--- src/rtl/spbm_pkg.sv ---
// Shared constants and types for the stereo peak-hold bar meter.
`timescale 1ns / 1ps

package spbm_pkg;

  // Fixed field widths.
  localparam int MAG_W  = 16;
  localparam int LVL_W  = 7;
  localparam int FAC_W  = 8;
  localparam int HOLD_W = 8;
  localparam int IDX_W  = 8;
  localparam int DATA_W = 8;

  // Configuration register indexes.
  localparam logic [IDX_W-1:0] REG_NUM_LEVELS     = IDX_W'(0);
  localparam logic [IDX_W-1:0] REG_LOUD_THRESHOLD = IDX_W'(1);
  localparam logic [IDX_W-1:0] REG_DECAY_FACTOR   = IDX_W'(2);
  localparam logic [IDX_W-1:0] REG_HOLD_COUNT     = IDX_W'(3);

  // Register values after reset.
  localparam logic [LVL_W-1:0]  RST_NUM_LEVELS     = LVL_W'(30);
  localparam logic [LVL_W-1:0]  RST_LOUD_THRESHOLD = LVL_W'(24);
  localparam logic [FAC_W-1:0]  RST_DECAY_FACTOR   = FAC_W'(230);
  localparam logic [HOLD_W-1:0] RST_HOLD_COUNT     = HOLD_W'(30);

  // Bar and peak of one channel.
  typedef struct packed {
    logic [LVL_W-1:0] bar;
    logic [LVL_W-1:0] peak;
  } chan_state_t;

endpackage

--- src/rtl/spbm_sample_if.sv ---
// Input channel carrying one stereo sample item.
`timescale 1ns / 1ps

interface spbm_sample_if;
  logic                        valid;
  logic                        ready;
  logic [spbm_pkg::MAG_W-1:0]  left_magnitude;
  logic [spbm_pkg::MAG_W-1:0]  right_magnitude;
  logic                        clear;

  modport source (output valid, output left_magnitude, output right_magnitude,
                  output clear, input ready);
  modport sink   (input valid, input left_magnitude, input right_magnitude,
                  input clear, output ready);
endinterface

--- src/rtl/spbm_result_if.sv ---
// Output channel carrying one meter result item.
`timescale 1ns / 1ps

interface spbm_result_if;
  logic                        valid;
  logic                        ready;
  logic [spbm_pkg::LVL_W-1:0]  left_bar;
  logic [spbm_pkg::LVL_W-1:0]  right_bar;
  logic [spbm_pkg::LVL_W-1:0]  left_peak;
  logic [spbm_pkg::LVL_W-1:0]  right_peak;
  logic                        left_loud;
  logic                        right_loud;
  logic                        left_peak_loud;
  logic                        right_peak_loud;

  modport source (output valid, output left_bar, output right_bar, output left_peak,
                  output right_peak, output left_loud, output right_loud,
                  output left_peak_loud, output right_peak_loud, input ready);
  modport sink   (input valid, input left_bar, input right_bar, input left_peak,
                  input right_peak, input left_loud, input right_loud,
                  input left_peak_loud, input right_peak_loud, output ready);
endinterface

--- src/rtl/spbm_cfg_if.sv ---
// Configuration write channel: register index and write data.
`timescale 1ns / 1ps

interface spbm_cfg_if;
  logic                         valid;
  logic                         ready;
  logic [spbm_pkg::IDX_W-1:0]   index;
  logic [spbm_pkg::DATA_W-1:0]  data;

  modport source (output valid, output index, output data, input ready);
  modport sink   (input valid, input index, input data, output ready);
endinterface

--- src/rtl/spbm_scale.sv ---
// Magnitude to segment level quantiser for one lane.
`timescale 1ns / 1ps

module spbm_scale #(
  parameter int MAG_BITS   = 16,
  parameter int MAX_LEVELS = 64
) (
  input  logic [spbm_pkg::MAG_W-1:0] mag,
  input  logic [spbm_pkg::LVL_W-1:0] num_levels,
  output logic [spbm_pkg::LVL_W-1:0] level
);
  import spbm_pkg::*;

  localparam int PROD_W = MAG_W + LVL_W;
  localparam int MAXL_W = $clog2(MAX_LEVELS + 1) > LVL_W ? $clog2(MAX_LEVELS + 1) : LVL_W;
  localparam logic [MAXL_W-1:0] MAX_LV = MAXL_W'(MAX_LEVELS);
  localparam logic [MAG_W-1:0] MAG_MASK =
    (MAG_BITS >= MAG_W) ? {MAG_W{1'b1}} : MAG_W'((64'd1 << MAG_BITS) - 64'd1);

  logic [MAXL_W-1:0] lv_wide;
  logic [LVL_W-1:0]  lv;
  logic [MAG_W-1:0]  mag_used;
  logic [PROD_W-1:0] prod;
  logic [PROD_W-1:0] scaled;

  // Full scale is limited to the largest supported number of levels.
  assign lv_wide = (MAXL_W'(num_levels) > MAX_LV) ? MAX_LV : MAXL_W'(num_levels);
  assign lv      = lv_wide[LVL_W-1:0];

  // Level is floor(mag * lv / 2^MAG_BITS), clamped to full scale.
  assign mag_used = mag & MAG_MASK;
  assign prod     = PROD_W'(mag_used) * PROD_W'(lv);
  assign scaled   = prod >> MAG_BITS;
  assign level    = (scaled > PROD_W'(lv)) ? lv : scaled[LVL_W-1:0];

endmodule

--- src/rtl/spbm_chan.sv ---
// Bar, peak and hold counter update for one channel step.
`timescale 1ns / 1ps

module spbm_chan (
  input  logic [spbm_pkg::LVL_W-1:0]  level,
  input  spbm_pkg::chan_state_t       cur,
  input  logic [spbm_pkg::HOLD_W-1:0] hold_in,
  input  logic [spbm_pkg::HOLD_W-1:0] hold_count,
  input  logic [spbm_pkg::FAC_W-1:0]  decay_factor,
  output spbm_pkg::chan_state_t       nxt,
  output logic [spbm_pkg::HOLD_W-1:0] hold_out
);
  import spbm_pkg::*;

  localparam int DPROD_W = LVL_W + FAC_W;

  logic               rise;
  logic [LVL_W-1:0]   peak_held;
  logic [DPROD_W-1:0] decay_prod;

  // A new peak reloads the hold counter; otherwise it counts down to zero.
  assign rise      = level > cur.peak;
  assign peak_held = rise ? level : cur.peak;
  assign hold_out  = rise ? hold_count :
                     ((hold_in != '0) ? hold_in - HOLD_W'(1) : hold_in);

  // Once the hold has run out the peak drops one segment per step.
  assign nxt.peak = ((hold_out == '0) && (peak_held != '0)) ?
                    peak_held - LVL_W'(1) : peak_held;

  // The bar jumps up at once and falls by the decay factor.
  assign decay_prod = DPROD_W'(cur.bar) * DPROD_W'(decay_factor);

  always_comb begin
    if (level > cur.bar) begin
      nxt.bar = level;
    end else if (level < cur.bar) begin
      nxt.bar = decay_prod[DPROD_W-1:FAC_W];
    end else begin
      nxt.bar = cur.bar;
    end
  end

endmodule

--- src/rtl/stereo_peak_hold_bar_meter.sv ---
// Top level of the stereo peak-hold bar meter.
`timescale 1ns / 1ps

// Stereo bar meter with a shared peak-hold counter.
// Channels: sample (left and right magnitude plus a clear flag) in, result
// (bar, peak and loud flags per side) out, and cfg, a write-only register
// port (index 0 num_levels, 1 loud_threshold, 2 decay_factor, 3 hold_count)
// that is always ready; unknown indexes are ignored.
// Each item passes two register stages: the first holds the quantised
// levels of both sides, computed by one lane each; the second applies the
// left and then the right channel step, chaining the hold counter through
// both lanes, and holds the result. A result is offered from the result
// register after its item has passed the level stage; one item per cycle is
// taken in steady state while result.ready stays high.
// Reset (rst, synchronous) clears bars, peaks, the hold counter and all
// valid flags, and loads the register defaults.
// When the receiver stalls, the result is held and an empty level stage
// takes one more item; after that sample.ready stays low until the
// result is taken.
module stereo_peak_hold_bar_meter #(
  parameter int MAX_LEVELS = 64,
  parameter int MAG_BITS   = 16
) (
  input logic           clk,
  input logic           rst,
  spbm_sample_if.sink   sample,
  spbm_result_if.source result,
  spbm_cfg_if.sink      cfg
);
  import spbm_pkg::*;

  localparam int LANES = 2;

  // Configuration registers.
  logic [LVL_W-1:0]  num_levels;
  logic [LVL_W-1:0]  loud_threshold;
  logic [FAC_W-1:0]  decay_factor;
  logic [HOLD_W-1:0] hold_count;

  // Level stage.
  logic                    lvl_valid;
  logic                    lvl_clear;
  logic [LVL_W-1:0]        lvl_level [LANES];
  logic [LVL_W-1:0]        level_next [LANES];
  logic [MAG_W-1:0]        lane_mag [LANES];

  // Meter state and channel step chain.
  chan_state_t             state [LANES];
  chan_state_t             state_step [LANES];
  logic [HOLD_W-1:0]       hold_counter;
  logic [HOLD_W-1:0]       hold_chain [LANES+1];

  logic advance;

  assign cfg.ready = 1'b1;

  // Register writes.
  always_ff @(posedge clk) begin
    if (rst) begin
      num_levels     <= RST_NUM_LEVELS;
      loud_threshold <= RST_LOUD_THRESHOLD;
      decay_factor   <= RST_DECAY_FACTOR;
      hold_count     <= RST_HOLD_COUNT;
    end else if (cfg.valid) begin
      case (cfg.index)
        REG_NUM_LEVELS:     num_levels     <= cfg.data[LVL_W-1:0];
        REG_LOUD_THRESHOLD: loud_threshold <= cfg.data[LVL_W-1:0];
        REG_DECAY_FACTOR:   decay_factor   <= cfg.data[FAC_W-1:0];
        REG_HOLD_COUNT:     hold_count     <= cfg.data[HOLD_W-1:0];
        default: ;
      endcase
    end
  end

  // Stage flow: the output register frees up when empty or taken.
  assign advance      = !result.valid || result.ready;
  assign sample.ready = !lvl_valid || advance;

  assign lane_mag[0]   = sample.left_magnitude;
  assign lane_mag[1]   = sample.right_magnitude;
  assign hold_chain[0] = hold_counter;

  // One quantiser and one channel step per side; the hold counter chains
  // from the left lane into the right.
  for (genvar g = 0; g < LANES; g++) begin : g_lane
    spbm_scale #(
      .MAG_BITS   (MAG_BITS),
      .MAX_LEVELS (MAX_LEVELS)
    ) u_scale (
      .mag        (lane_mag[g]),
      .num_levels (num_levels),
      .level      (level_next[g])
    );

    spbm_chan u_chan (
      .level        (lvl_level[g]),
      .cur          (state[g]),
      .hold_in      (hold_chain[g]),
      .hold_count   (hold_count),
      .decay_factor (decay_factor),
      .nxt          (state_step[g]),
      .hold_out     (hold_chain[g+1])
    );
  end

  // Level stage registers.
  always_ff @(posedge clk) begin
    if (rst) begin
      lvl_valid <= 1'b0;
    end else if (sample.ready) begin
      lvl_valid <= sample.valid;
    end
  end

  always_ff @(posedge clk) begin
    if (sample.ready && sample.valid) begin
      lvl_clear <= sample.clear;
      for (int i = 0; i < LANES; i++) begin
        lvl_level[i] <= level_next[i];
      end
    end
  end

  // Meter state update; clear zeroes everything.
  always_ff @(posedge clk) begin
    if (rst) begin
      hold_counter <= '0;
      for (int i = 0; i < LANES; i++) begin
        state[i] <= '0;
      end
    end else if (advance && lvl_valid) begin
      if (lvl_clear) begin
        hold_counter <= '0;
        for (int i = 0; i < LANES; i++) begin
          state[i] <= '0;
        end
      end else begin
        hold_counter <= hold_chain[LANES];
        for (int i = 0; i < LANES; i++) begin
          state[i] <= state_step[i];
        end
      end
    end
  end

  // Result register, taken from the updated state.
  always_ff @(posedge clk) begin
    if (rst) begin
      result.valid <= 1'b0;
    end else if (advance) begin
      result.valid <= lvl_valid;
    end
  end

  always_ff @(posedge clk) begin
    if (advance && lvl_valid) begin
      if (lvl_clear) begin
        result.left_bar        <= '0;
        result.right_bar       <= '0;
        result.left_peak       <= '0;
        result.right_peak      <= '0;
        result.left_loud       <= (loud_threshold == '0);
        result.right_loud      <= (loud_threshold == '0);
        result.left_peak_loud  <= 1'b0;
        result.right_peak_loud <= 1'b0;
      end else begin
        result.left_bar        <= state_step[0].bar;
        result.right_bar       <= state_step[1].bar;
        result.left_peak       <= state_step[0].peak;
        result.right_peak      <= state_step[1].peak;
        result.left_loud       <= (state_step[0].bar >= loud_threshold);
        result.right_loud      <= (state_step[1].bar >= loud_threshold);
        result.left_peak_loud  <= (state_step[0].peak > loud_threshold);
        result.right_peak_loud <= (state_step[1].peak > loud_threshold);
      end
    end
  end

endmodule

--- src/flat_wrapper.sv ---
// flat-port wrapper written by rule: the top's interface ports become plain ports
module stereo_peak_hold_bar_meter_flat import spbm_pkg::*;
#(
  parameter int MAX_LEVELS = 64,
  parameter int MAG_BITS   = 16
)
  (clk, rst, sample_valid, sample_left_magnitude, sample_right_magnitude, sample_clear, sample_ready, result_valid, result_left_bar, result_right_bar, result_left_peak, result_right_peak, result_left_loud, result_right_loud, result_left_peak_loud, result_right_peak_loud, result_ready, cfg_valid, cfg_index, cfg_data, cfg_ready);
  spbm_sample_if sample_i ();
  spbm_result_if result_i ();
  spbm_cfg_if cfg_i ();
  input logic clk;
  input logic rst;
  input wire logic [$bits(sample_i.valid)-1:0] sample_valid;
  input wire logic [$bits(sample_i.left_magnitude)-1:0] sample_left_magnitude;
  input wire logic [$bits(sample_i.right_magnitude)-1:0] sample_right_magnitude;
  input wire logic [$bits(sample_i.clear)-1:0] sample_clear;
  output wire logic [$bits(sample_i.ready)-1:0] sample_ready;
  output wire logic [$bits(result_i.valid)-1:0] result_valid;
  output wire logic [$bits(result_i.left_bar)-1:0] result_left_bar;
  output wire logic [$bits(result_i.right_bar)-1:0] result_right_bar;
  output wire logic [$bits(result_i.left_peak)-1:0] result_left_peak;
  output wire logic [$bits(result_i.right_peak)-1:0] result_right_peak;
  output wire logic [$bits(result_i.left_loud)-1:0] result_left_loud;
  output wire logic [$bits(result_i.right_loud)-1:0] result_right_loud;
  output wire logic [$bits(result_i.left_peak_loud)-1:0] result_left_peak_loud;
  output wire logic [$bits(result_i.right_peak_loud)-1:0] result_right_peak_loud;
  input wire logic [$bits(result_i.ready)-1:0] result_ready;
  input wire logic [$bits(cfg_i.valid)-1:0] cfg_valid;
  input wire logic [$bits(cfg_i.index)-1:0] cfg_index;
  input wire logic [$bits(cfg_i.data)-1:0] cfg_data;
  output wire logic [$bits(cfg_i.ready)-1:0] cfg_ready;
  assign sample_i.valid = sample_valid;
  assign sample_i.left_magnitude = sample_left_magnitude;
  assign sample_i.right_magnitude = sample_right_magnitude;
  assign sample_i.clear = sample_clear;
  assign sample_ready = sample_i.ready;
  assign result_valid = result_i.valid;
  assign result_left_bar = result_i.left_bar;
  assign result_right_bar = result_i.right_bar;
  assign result_left_peak = result_i.left_peak;
  assign result_right_peak = result_i.right_peak;
  assign result_left_loud = result_i.left_loud;
  assign result_right_loud = result_i.right_loud;
  assign result_left_peak_loud = result_i.left_peak_loud;
  assign result_right_peak_loud = result_i.right_peak_loud;
  assign result_i.ready = result_ready;
  assign cfg_i.valid = cfg_valid;
  assign cfg_i.index = cfg_index;
  assign cfg_i.data = cfg_data;
  assign cfg_ready = cfg_i.ready;
  stereo_peak_hold_bar_meter #(.MAX_LEVELS(MAX_LEVELS), .MAG_BITS(MAG_BITS)) u_core (.clk(clk), .rst(rst), .sample(sample_i), .result(result_i), .cfg(cfg_i));
endmodule
--- config.mk ---
export PLATFORM = sky130hd
export DESIGN_NAME = stereo_peak_hold_bar_meter_flat
export DESIGN_NICKNAME = d
export VERILOG_FILES = /design/src/rtl/spbm_pkg.sv /design/src/rtl/spbm_sample_if.sv /design/src/rtl/spbm_result_if.sv /design/src/rtl/spbm_cfg_if.sv /design/src/rtl/spbm_scale.sv /design/src/rtl/spbm_chan.sv /design/src/rtl/stereo_peak_hold_bar_meter.sv /design/src/flat_wrapper.sv
export SDC_FILE = /design/constraint.sdc
export NUM_CORES = 1
export LEC_CHECK = 0
export ABC_CLOCK_PERIOD_IN_PS = 7910
export BUFFER_PORTS_ARGS = -buffer_cell sky130_fd_sc_hd__buf_2
export CORE_MARGIN = 5
export CORE_UTILIZATION = 54
export CTS_BUF_LIST = sky130_fd_sc_hd__clkbuf_4 sky130_fd_sc_hd__clkbuf_8 sky130_fd_sc_hd__clkbuf_16
export CTS_CLUSTER_DIAMETER = 40
export CTS_CLUSTER_SIZE = 16
export DETAILED_ROUTE_END_ITERATION = 10
export PLACE_DENSITY = 0.72
export SETUP_SLACK_MARGIN = 0.15
export SLEW_MARGIN = 25
export SYNTH_ARGS = -nofsm -noshare
export SYNTH_HDL_FRONTEND = slang
export SYNTH_SLANG_ARGS = --single-unit
--- constraint.sdc ---
create_clock -name clk -period 7.91 [get_ports clk]
set_input_delay 1.582 -clock clk [delete_from_list [all_inputs] [get_ports clk]]
set_output_delay 1.582 -clock clk [all_outputs]
set_load 0.005 [all_outputs]
* Word level (Yosys, flattened, before mapping) *
Memory sizes are Yosys's and may differ from the RTL's.
Index checks and enable logic that the tools add are counted.

word-level totals
  bits in registers = 73
  memory bits (writable) = 42
  input bits = 54
  output and inout port bits = 35
  word-level logic and storage cells = 100
  memories = 2

memories
  name              depth  width  read ports  clocked after Yosys merged registers in  wr ports  RTL line                          RTL
  u_core.state      2      14     2           0                                        2         stereo_peak_hold_bar_meter.sv:48  chan_state_t state [LANES];
  u_core.lvl_level  2      7      2           0                                        2         stereo_peak_hold_bar_meter.sv:43  logic [LVL_W-1:0] lvl_level [LANES];

cells by class
  add/sub/neg operators = 4
  $mul = 4
  magnitude comparators = 13
  equality and inequality tests = 3
  multiplexer cells = 34
  bitwise gates (word level) = 4
  reductions and logical operators = 20

operators with widths
  kind                                                                 count
  7-bit 2-to-1 mux                                                     11
  7-bit > comparator                                                   8
  14-bit 2-to-1 mux                                                    4
  16-bit by 7-bit multiplier with 23-bit output                        2
  8-bit 2-to-1 mux                                                     5
  7-bit by 8-bit multiplier with 15-bit output                         2
  8-bit logical NOT                                                    3
  8-bit by 2-bit == test with 1-bit output (second input constant)     2
  8-bit nonzero test                                                   2
  8-bit by 1-bit subtractor with 8-bit output (second input constant)  2
  7-bit greater-or-equal comparator                                    2
  7-bit less-than comparator                                           2
  1-bit 2-to-1 mux                                                     14
  7-bit nonzero test                                                   2
  7-bit by 1-bit subtractor with 7-bit output (second input constant)  2
  8-bit by 1-bit == test with 1-bit output (second input constant)     1
  2-bit AND reduction                                                  4
  7-bit > comparator (second input constant)                           1
  7-bit logical NOT                                                    1
  1-bit logical AND                                                    4
  1-bit bitwise OR                                                     4
  1-bit logical NOT                                                    2
  1-bit logical OR                                                     2

* Logic depth before layout (Yosys ltp) *
Gate-level depths: netlist of run 1.

  word-level depth = 10
  depth in mapped cells = 29
  gate-level depth less buffers = 28

* Modules after synthesis *
A second synthesis of run 1 with hierarchy kept.

second synthesis, totals
  cells, all modules = 1914
  area, all modules = 17694.5 um^2

by module, submodules not included
  module                                  times used  cells each  area an instance (um^2)  sequential area each (um^2)
  spbm_chan                               2           352         2821.5                   0.0
  stereo_peak_hold_bar_meter              1           376         4912.2                   3052.9
  spbm_scale at u_core.g_lane[0].u_scale  1           426         3609.7                   0.0
  spbm_scale at u_core.g_lane[1].u_scale  1           408         3529.6                   0.0

* Least setup slack after synthesis of run 1 *
No wires, ideal clock.

  kind = input to register
  start = input sample_right_magnitude[8]
  end = memory u_core.lvl_level[1][4], in the netlist u_core.lvl_level[0][11], data pin
  library setup time = 0.260 ns
  arrival = 6.847 ns
  data required time = 7.650 ns
  path slack = 0.803 ns
  cell stages on the path = 24
  buffers on the path = 0
  cells stage by stage = and2_1 > fa_1 > fa_1 > fa_1 > inv_1 > fa_1 > inv_1 > ha_1 > a21o_1 > a221o_1 > a21oi_1 > o21bai_1 > nand2_1 > o211ai_1 > a21oi_1 > xnor2_1 > ha_1 > a21oi_1 > nor2b_1 > o21ai_0 > o21ai_0 > nor2_1 > o21bai_1 > mux2_2

RTL lines
  element             RTL line                          RTL
  start: declaration  flat_wrapper.sv:15                input wire logic [$bits(sample_i.right_magnitude)-1:0] sample_right_magnitude;
  end: declaration    stereo_peak_hold_bar_meter.sv:43

==> results of run 1 <==
[through the flow]
step           power, mW  utilization (%)
2_1_floorplan       2.53                -
3_3_place_gp        3.02             57.7
3_5_place_dp        3.12             57.7
4_1_cts             3.94             59.7
5_1_grt             4.31             59.7
6_report            3.94             59.7
[sequential cells by signal (all words and copies together) (netlist names)]
register                       cells
u_core.result.left_peak_loud       1
u_core.result.valid                1
u_core.num_levels                  7
u_core.result.right_peak_loud      1
u_core.lvl_valid                   1
u_core.result.left_loud            1
u_core.decay_factor                8
u_core.result.left_peak            7
u_core.result.left_bar             7
u_core.state                      28
u_core.hold_counter                8
u_core.loud_threshold              7
u_core.result.right_bar            7
u_core.result.right_loud           1
u_core.hold_count                  8
u_core.lvl_level                  14
u_core.lvl_clear                   1
u_core.result.right_peak           7
[synth_stat cells, types with 23 or more instances]
library cell | count | area share, %
sky130_fd_sc_hd__and2_1 | 190 | 7.0
sky130_fd_sc_hd__nand2_1 | 174 | 3.9
sky130_fd_sc_hd__nor2_1 | 140 | 3.1
sky130_fd_sc_hd__a21oi_1 | 77 | 2.3
sky130_fd_sc_hd__fa_1 | 192 | 23
sky130_fd_sc_hd__mux2i_1 | 38 | 2.2
sky130_fd_sc_hd__nor3_1 | 29 | 0.86
sky130_fd_sc_hd__inv_1 | 283 | 6.3
sky130_fd_sc_hd__ha_1 | 217 | 16
sky130_fd_sc_hd__dfxtp_1 | 40 | 4.7
sky130_fd_sc_hd__a21o_1 | 23 | 1.0
sky130_fd_sc_hd__o21ai_0 | 45 | 1.3
sky130_fd_sc_hd__edfxtp_1 | 75 | 13
sky130_fd_sc_hd__clkbuf_1 | 66 | 1.5
sky130_fd_sc_hd__xnor2_1 | 31 | 1.6
[layout make-up]
class | count | area (um^2)
inverter | 283 | 1060
clock buffer | 18 | 433
timing repair buffer | 108 | 593
tap | 396 | 495
multi-input combinational | 1417 | 12500
sequential | 115 | 3050
clock inverter | 14 | 178
fill | 2721 | 12400
[layer usage]
metal  GRT usage [%]  vias to the layer above  share of wire [%]
li1                -                     6328                  -
met1            32.1                     6649                 45
met2            39.7                      425                 48
met3            3.19                       56                6.2
met4            6.03                        4                1.6
met5               0                        -              0.052
[path summary, 6_finish.rpt]
path                             start                        to  slack (ns)  cells after the start
min reg2reg   u_core.loud_threshold[5]  u_core.loud_threshold[5]        0.50                      2
min           u_core.loud_threshold[5]  u_core.loud_threshold[5]        0.50                      2
max          sample_right_magnitude[2]   u_core.lvl_level[0][11]        0.56                     25
max reg2reg       u_core.num_levels[6]   u_core.lvl_level[0][11]        0.79                     27
[cell families after synthesis]
logic type | count (synthesis)
buffers and inverters | 359
AND/OR/NAND/NOR | 650
other | 1
multiplexers | 52
adder cells (fa/ha/maj) | 409
AO/OA/AOI/OAI | 261
XOR/XNOR | 44
flip-flops | 115
[power by group through the flow]
| stage | logic, mW | clock network, mW | registers (mW) |
|---|---|---|---|
| global placement | 2.16 | 0 | 0.864 |
| detailed placement | 2.26 | 0 | 0.866 |
| global route | 2.61 | 0.831 | 0.861 |
| CTS | 2.28 | 0.799 | 0.854 |
| floorplan | 1.72 | 0 | 0.801 |
| finish | 2.29 | 0.793 | 0.859 |
[worst max-delay path, stage by stage]
cell and delay, ns:
sky130_fd_sc_hd__buf_2 0.14, sky130_fd_sc_hd__and2_1 0.18, sky130_fd_sc_hd__fa_1 0.53, sky130_fd_sc_hd__fa_1 0.53
sky130_fd_sc_hd__fa_1 0.54, sky130_fd_sc_hd__inv_1 0.05, sky130_fd_sc_hd__fa_1 0.52, sky130_fd_sc_hd__inv_1 0.04
sky130_fd_sc_hd__ha_1 0.27, sky130_fd_sc_hd__o21ai_0 0.17, sky130_fd_sc_hd__a21oi_1 0.10, sky130_fd_sc_hd__o311ai_0 0.09
sky130_fd_sc_hd__o21ai_0 0.15, sky130_fd_sc_hd__a41oi_1 0.39, sky130_fd_sc_hd__nand2b_1 0.09, sky130_fd_sc_hd__a221oi_1 0.32
sky130_fd_sc_hd__xor2_1 0.26, sky130_fd_sc_hd__ha_1 0.18, sky130_fd_sc_hd__inv_1 0.04, sky130_fd_sc_hd__a21o_1 0.17
sky130_fd_sc_hd__a21oi_1 0.14, sky130_fd_sc_hd__o21ai_0 0.09, sky130_fd_sc_hd__nor2_1 0.17, sky130_fd_sc_hd__o21bai_1 0.35
sky130_fd_sc_hd__mux2_2 0.42
==> key figures, run 1 <==
Worst setup path
  • Data arrival at the endpoint of the critical path: 7.52 ns
  • Data required time at the worst endpoint: 8.08 ns
  • Critical path capture point type: register
  • Highest fanout seen on the critical path: 8
  • Worst Path Class, Setup: primary input to register
  • Critical Path Start Type: primary input

Placement
  • RD Place Congestion: 0.908
  • Count of buffers from port buffering: 87
  • Estimated wirelength of the detail-placed design: 32.3 mm
  • Worst setup timing slack at the placement stage: 0.156 ns
  • Count of placed standard cells including taps: 2319
  • DP Area: 17700 um^2

Timing
  • Post-route setup slack: 0.557 ns
  • Setup repair after global routing missed its margin: false
  • Relative max-transition margin: 34.9%
  • Maximum clock rate: 0.136 GHz
  • Skew final: 0.00812 ns
  • Final-report hold violation count: 0
  • Fin Setup TNS: 0 ns
  • Min cycle time layout: 7.35 ns
  • Share of the clock period used by the worst path after layout: 93.0%
  • Hold slack final: 0.499 ns
  • Slew at the pin closest to its max-slew limit: 0.971 ns
  • Number of pins exceeding their max-slew limit in the final report: 0
  • Final setup violation count: 0

Layout
  • Growth of design area from synthesis to finish: 8.32%
  • Diode insertion count for antenna repair: 0
  • Final layout net count: 2405
  • Most frequent cells in the layout: 282 x sky130_fd_sc_hd__inv_1, 217 x sky130_fd_sc_hd__ha_1, 192 x sky130_fd_sc_hd__fa_1
  • Layout Cells excl Fill: 2351
  • Layout Cell Area excl Fill: 18300 um^2
  • Fraction of final layout cells with drive strength greater than 1: 9.00%
  • Leading cell type in the layout, fill and taps excluded: sky130_fd_sc_hd__inv_1

Clocking
  • CTS tree: yes
  • Clock net sink count: 115
  • Postcts setup bufs: 0
  • Maximum clock insertion buffer count: 2
  • Clock root buffer master: sky130_fd_sc_hd__clkbuf_16
  • Clk Latency, worst-skew pair: 0.43 ns
  • CTS Buf Count: 17
  • Gates resized, CTS repair: 0
  • Hold-fix buffers at CTS: 0
  • Maximum level of the CTS H-tree: 4
  • Clock transition time at the flip-flop clock pins of the worst setup and hold paths: 0.06 ns

Global route
  • Overall fraction of global-route tracks in use: 23.5%
  • Maximum number of pins on one net before global-route repair: 36
  • Total gr overflow: 0
  • Initial antenna violation count: 3
  • Global-route wire length before repair: 68.1 mm
  • Number of global-route vias before repair: 13.8k

Die
  • Num ports: 89
  • Initial Util: 55.1%
  • Area of the core region: 30700 um^2
  • Number of rows created at floorplan: 64
  • Vertical die dimension: 187 um
  • Die Outline Area: 35000 um^2
  • X dimension of the die: 187 um

Synthesis
  • Mean cell area of the mapped netlist: 8.96 um^2
  • Xor-xnor portion of the synthesized cell area: 2.28%
  • Fraction of registers with async set or reset after synthesis: 0%
  • Number of warning messages in the yosys log: 0
  • Proportion of synthesized area in mux cells: 3.18%
  • Seq/Total Area, Yosys: 18.0%
  • Arithmetic-cell share of the synthesized area counting full adders, half adders and majority gates: 38.7%
  • Cells after synthesis: 1891
  • Nets in the synthesized netlist: 2354
  • Most frequently used flop master after synthesis: sky130_fd_sc_hd__edfxtp_1
  • Combinational family with the most area after synthesis: adder cells
  • Number of distinct library cells after synthesis: 74
  • Syn Std Cell Area: 16900 um^2
  • Compound-cell area share of the yosys netlist: 10.2%
  • Count of flip-flops with a built-in enable after synthesis: 75
  • Synthesized flop and latch total: 115
  • Area fraction in and, or, nand and nor cells after synthesis: 19.5%

Pwr
  • Proportion of total power due to net switching: 43.9%
  • Switching pwr: 1.73 mW
  • Share of total power in sequential cells: 21.8%
  • Maximum vdd ir drop: 0.190 mV
  • Comb pwr share: 58.0%
  • Pwr/cell area: 215 nW/um^2
  • Part of the total power dissipated in the clock network: 20.1%
  • Leakage power of the design: 8.84 nW
  • Internal power of the cells: 2.21 mW

Routing
  • Count of TritonRoute iterations in the first routing pass: 7
  • Vias per std cell: 5.73
  • Final Routed Wirelength: 40.7 mm
  • Count of vias placed by the detailed router: 13.5k
  • Number of nets still failing antenna checks after routing: 0
  • Detailed-route wire length per cell: 17.3 um
  • Number of violations reported at the end of detailed-routing iteration 0: 870
  • Post-route DRC violation count: 0

Hold path
  • Class of the most critical hold timing path: register to register

Status
  • Result of the run: complete, no violations

Flow run
  • Count of max-cap constraint violations: 0
(Power assumes the default switching activity.)
==> run 2, diff against run 1 <==
--- a/config.mk
+++ b/config.mk
@@ -18,4 +18,5 @@
 export SLEW_MARGIN = 25
 export SYNTH_ARGS = -nofsm -noshare
 export SYNTH_HDL_FRONTEND = slang
+export SYNTH_HIERARCHICAL = 1
 export SYNTH_SLANG_ARGS = --single-unit
==> run 2 against run 1 <==
  * Setup slack better by 0.39 ns
  * Flip-flop and latch count is the same
  * Total power is 15% higher
  * Design area is 4.5% higher
  * Area after synthesis up 4.5%
  * Largest power group unchanged
  * Clock power decreased by 3.7%
  * Via count up 1.8%
  * First-iteration DRC count is 12% lower
  * Highest routed layer unchanged
  * Critical path type unchanged
  * Die area grew 4.2%
  * Synthesized cell count grew 1.2%
  * Register-to-register slack gained 0.22 ns
==> key figures, run 2 <==
Status
  • Result of the run: complete, no violations

Layout
  • Fin util: 59.1% (-0.61 points)
  • Final layout net count: 2454 (+2.0%)
  • Fraction of final layout cells with drive strength greater than 1: 9.64% (+0.63 points)
  • Growth of design area from synthesis to finish: 8.32% (about the same)
  • Flip-flop count of the largest register, all copies and words added: 28 (unchanged)
  • Regs by FF count: u_core/state x28, u_core/lvl_level x14
  • Most frequent cells in the layout: 265 x sky130_fd_sc_hd__and2_1, 238 x sky130_fd_sc_hd__inv_1, 218 x sky130_fd_sc_hd__ha_1
  • Diode insertion count for antenna repair: 0 (unchanged)
  • Largest register by flop count: u_core/state
  • Leading cell type in the layout, fill and taps excluded: sky130_fd_sc_hd__and2_1
  • Layout fillers: 2798 (+2.8%)
  • Layout Cell Area excl Fill: 19200 um^2 (+4.5%)

Global route
  • Initial antenna violation count: 1 (-2)
  • Total gr overflow: 0 (unchanged)
  • Number of global-route vias before repair: 14.2k (+2.6%)
  • Global-route wire length before repair: 69.7 mm (+2.3%)
  • Maximum number of pins on one net before global-route repair: 47 (+31%)
  • Overall fraction of global-route tracks in use: 23.3% (-0.13 points)

Timing
  • Final-report hold violation count: 0 (unchanged)
  • Fin Setup TNS: 0 ns (unchanged)
  • Maximum clock rate: 0.144 GHz (+5.6%)
  • Skew final: 0.0142 ns (+0.00611 ns)
  • Number of pins exceeding their max-slew limit in the final report: 0 (unchanged)
  • Relative max-transition margin: 24.8% (-10 points)
  • Setup repair after global routing missed its margin: false
  • Min cycle time layout: 6.97 ns (-0.387 ns)
  • Final setup violation count: 0 (unchanged)
  • Slew at the pin closest to its max-slew limit: 1.11 ns (+0.141 ns)
  • Share of the clock period used by the worst path after layout: 88.1% (-4.9 points)

Worst setup path
  • Data arrival at the endpoint of the critical path: 7.12 ns (-0.40 ns)
  • Critical Path Start Type: primary input
  • Highest fanout seen on the critical path: 16 (+8)
  • Worst flop-to-flop path startpoint: u_core/num_levels[6]
  • Worst Path Class, Setup: primary input to register
  • Critical path capture point type: register
  • Data required time at the worst endpoint: 8.06 ns (-0.02 ns)
  • Worst setup path startpoint: sample_left_magnitude[8]
  • Number of cells traversed by the worst register-to-register path: 23 (-15%)

Flow run
  • Count of max-cap constraint violations: 0 (unchanged)

Die
  • Area of the core region: 32500 um^2 (+5.5%)
  • Num ports: 89 (unchanged)
  • X dimension of the die: 191 um (+2.1%)
  • Die Outline Area: 36500 um^2 (+4.2%)
  • Number of rows created at floorplan: 66 (+3.1%)
  • Vertical die dimension: 191 um (+2.1%)
  • Initial Util: 54.5% (-0.56 points)

Clocking
  • Clock root buffer master: sky130_fd_sc_hd__clkbuf_16
  • Clock net sink count: 115 (unchanged)
  • Gates resized, CTS repair: 0 (unchanged)
  • Clock transition time at the flip-flop clock pins of the worst setup and hold paths: 0.06 ns (about the same)
  • Hold-fix buffers at CTS: 0 (unchanged)
  • Maximum clock insertion buffer count: 2 (unchanged)
  • Clk Latency, worst-skew pair: 0.42 ns (about the same)
  • CTS Buf Count: 17 (unchanged)
  • Postcts setup bufs: 0 (unchanged)
  • Maximum level of the CTS H-tree: 4 (unchanged)
  • CTS tree: yes

Placement
  • Count of buffers from port buffering: 87 (unchanged)
  • DP Area: 18600 um^2 (+4.7%)
  • Estimated wirelength of the detail-placed design: 32.9 mm (+2.0%)
  • RD Place Congestion: 0.929 (+2.3%)

Routing
  • Final Routed Wirelength: 41.2 mm (+1.1%)
  • Number of violations reported at the end of detailed-routing iteration 0: 765 (-12%)
  • Detailed-route wire length per cell: 16.8 um (-2.8%)
  • Count of vias placed by the detailed router: 13.7k (+1.8%)
  • Number of nets still failing antenna checks after routing: 0 (unchanged)
  • Post-route DRC violation count: 0 (unchanged)
  • Count of TritonRoute iterations in the first routing pass: 7 (unchanged)
  • Vias per std cell: 5.60 (-2.1%)

Synthesis
  • Area share of the largest cell type after synthesis: 21.7% (-0.97 points)
  • Leading post-synthesis cells by instance count: 265 x sky130_fd_sc_hd__and2_1, 238 x sky130_fd_sc_hd__inv_1, 218 x sky130_fd_sc_hd__ha_1
  • Seq/Total Area, Yosys: 17.3% (-0.77 points)
  • Number of distinct library cells after synthesis: 86 (+16%)
  • Synth area leaders: sky130_fd_sc_hd__fa_1 22%, sky130_fd_sc_hd__ha_1 15%, sky130_fd_sc_hd__edfxtp_1 13%
  • Synthesized flop and latch total: 115 (unchanged)
  • Count of flip-flops with a built-in enable after synthesis: 75 (unchanged)
  • Most frequently used flop master after synthesis: sky130_fd_sc_hd__edfxtp_1
  • Cells after synthesis: 1914 (+1.2%)
  • Mean cell area of the mapped netlist: 9.24 um^2 (+3.2%)
  • Number of warning messages in the yosys log: 6 (+6)
  • Syn Std Cell Area: 17700 um^2 (+4.5%)
  • Leading cell type by number of instances after synthesis: sky130_fd_sc_hd__and2_1
  • Nets in the synthesized netlist: 2378 (+1.0%)
  • Fraction of registers with async set or reset after synthesis: 0% (unchanged)
  • Dominant cell type by area after synthesis: sky130_fd_sc_hd__fa_1

Pwr
  • Leakage power of the design: 9.21 nW (+4.2%)
  • Maximum vdd ir drop: 0.168 mV (-11%)
  • Total chip power: 4.53 mW (+15%)
  • Pwr/cell area: 236 nW/um^2 (+10%)

Hold path
  • Class of the most critical hold timing path: register to register
  • Worst hold path depth: 2 (unchanged)
  • Source of the worst hold timing path: u_core/num_levels[5]
## run 2: cell count changes in the layout (fill, tap and decap cells not counted), sizes merged, moves of 18 or more
cell and delta:
a211o -18, and2 +75, inv -42, nand2 -18
nor2 -45, nor2b +28
## run 2: logic make-up (layout without fill, tap and decap cells)
group	Yosys count	count (layout)	synth area share [%]
simple gates	733	733	23.0
fa+ha+maj	410	410	37.1
buf+inv	291	380	6.63
compound gates	260	260	10.0
flops	115	115	17.3
mux	59	59	3.68
xor+xnor	45	45	2.23
other cells	1	1	0.0212
## run 2: power by group
part | switching [mW] | internal, mW
Sequential | 0.104 | 0.758
Clock | 0.293 | 0.471
Combinational | 1.69 | 1.21
## run 2: metal layers
| layer | global-route usage (%) | wire length, um | vias to the layer above |
|---|---|---|---|
| li1 | - | - | 6566 |
| met1 | 31.4 | 18700 | 6712 |
| met2 | 39.7 | 19700 | 360 |
| met3 | 3.20 | 1910 | 63 |
| met4 | 6.49 | 838 | 2 |
| met5 | 0 | 7 | - |
## run 2: area by class of cell
type,count,area (um^2),share of cell area [%]
Timing Repair Buffer,107,586,3.06
Clock buffer,18,433,2.26
Inverter,241,905,4.72
Multi-Input combinational cell,1508,13500,70.3
Clock inverter,14,154,0.803
Sequential cell,115,3050,15.9
Tap cell,442,553,2.89
## run 2: path summary, 6_finish.rpt
kind,end,slack (ns)
worst min-delay path,u_core/num_levels[5],0.50
worst min register to register,u_core/num_levels[5],0.50
worst max register to register,u_core/lvl_level[0][11],1.01
worst max-delay path,u_core/lvl_level[0][0],0.94
## run 2: worst max-delay path: stages
cell	delay, ns
sky130_fd_sc_hd__buf_2	0.14
sky130_fd_sc_hd__and2_1	0.18
sky130_fd_sc_hd__fa_1	0.51
sky130_fd_sc_hd__fa_1	0.52
sky130_fd_sc_hd__fa_1	0.54
sky130_fd_sc_hd__inv_1	0.05
sky130_fd_sc_hd__fa_1	0.52
sky130_fd_sc_hd__inv_1	0.05
sky130_fd_sc_hd__ha_1	0.34
sky130_fd_sc_hd__a21oi_2	0.14
sky130_fd_sc_hd__nand2_1	0.09
sky130_fd_sc_hd__a211o_1	0.37
sky130_fd_sc_hd__a221oi_1	0.33
sky130_fd_sc_hd__and3_1	0.24
sky130_fd_sc_hd__nor2_1	0.05
sky130_fd_sc_hd__ha_1	0.31
sky130_fd_sc_hd__nand2_1	0.08
sky130_fd_sc_hd__nor2_1	0.04
sky130_fd_sc_hd__a211oi_1	0.25
sky130_fd_sc_hd__a21oi_1	0.11
sky130_fd_sc_hd__buf_4	0.20
sky130_fd_sc_hd__a2111oi_0	0.38
sky130_fd_sc_hd__a221oi_1	0.09
## run 2: stage by stage
stage / cells / setup WS, ns / hold slack [ns]
global route: 2445 / 0.547 / 0.519
floorplan: 1914 / 0.903 / 0.452
detailed placement: 2413 / 0.515 / 0.495
finish: 2445 / 0.944 / 0.505
CTS: 2445 / 0.976 / 0.506
global placement: 2413 / 0.617 / 0.487
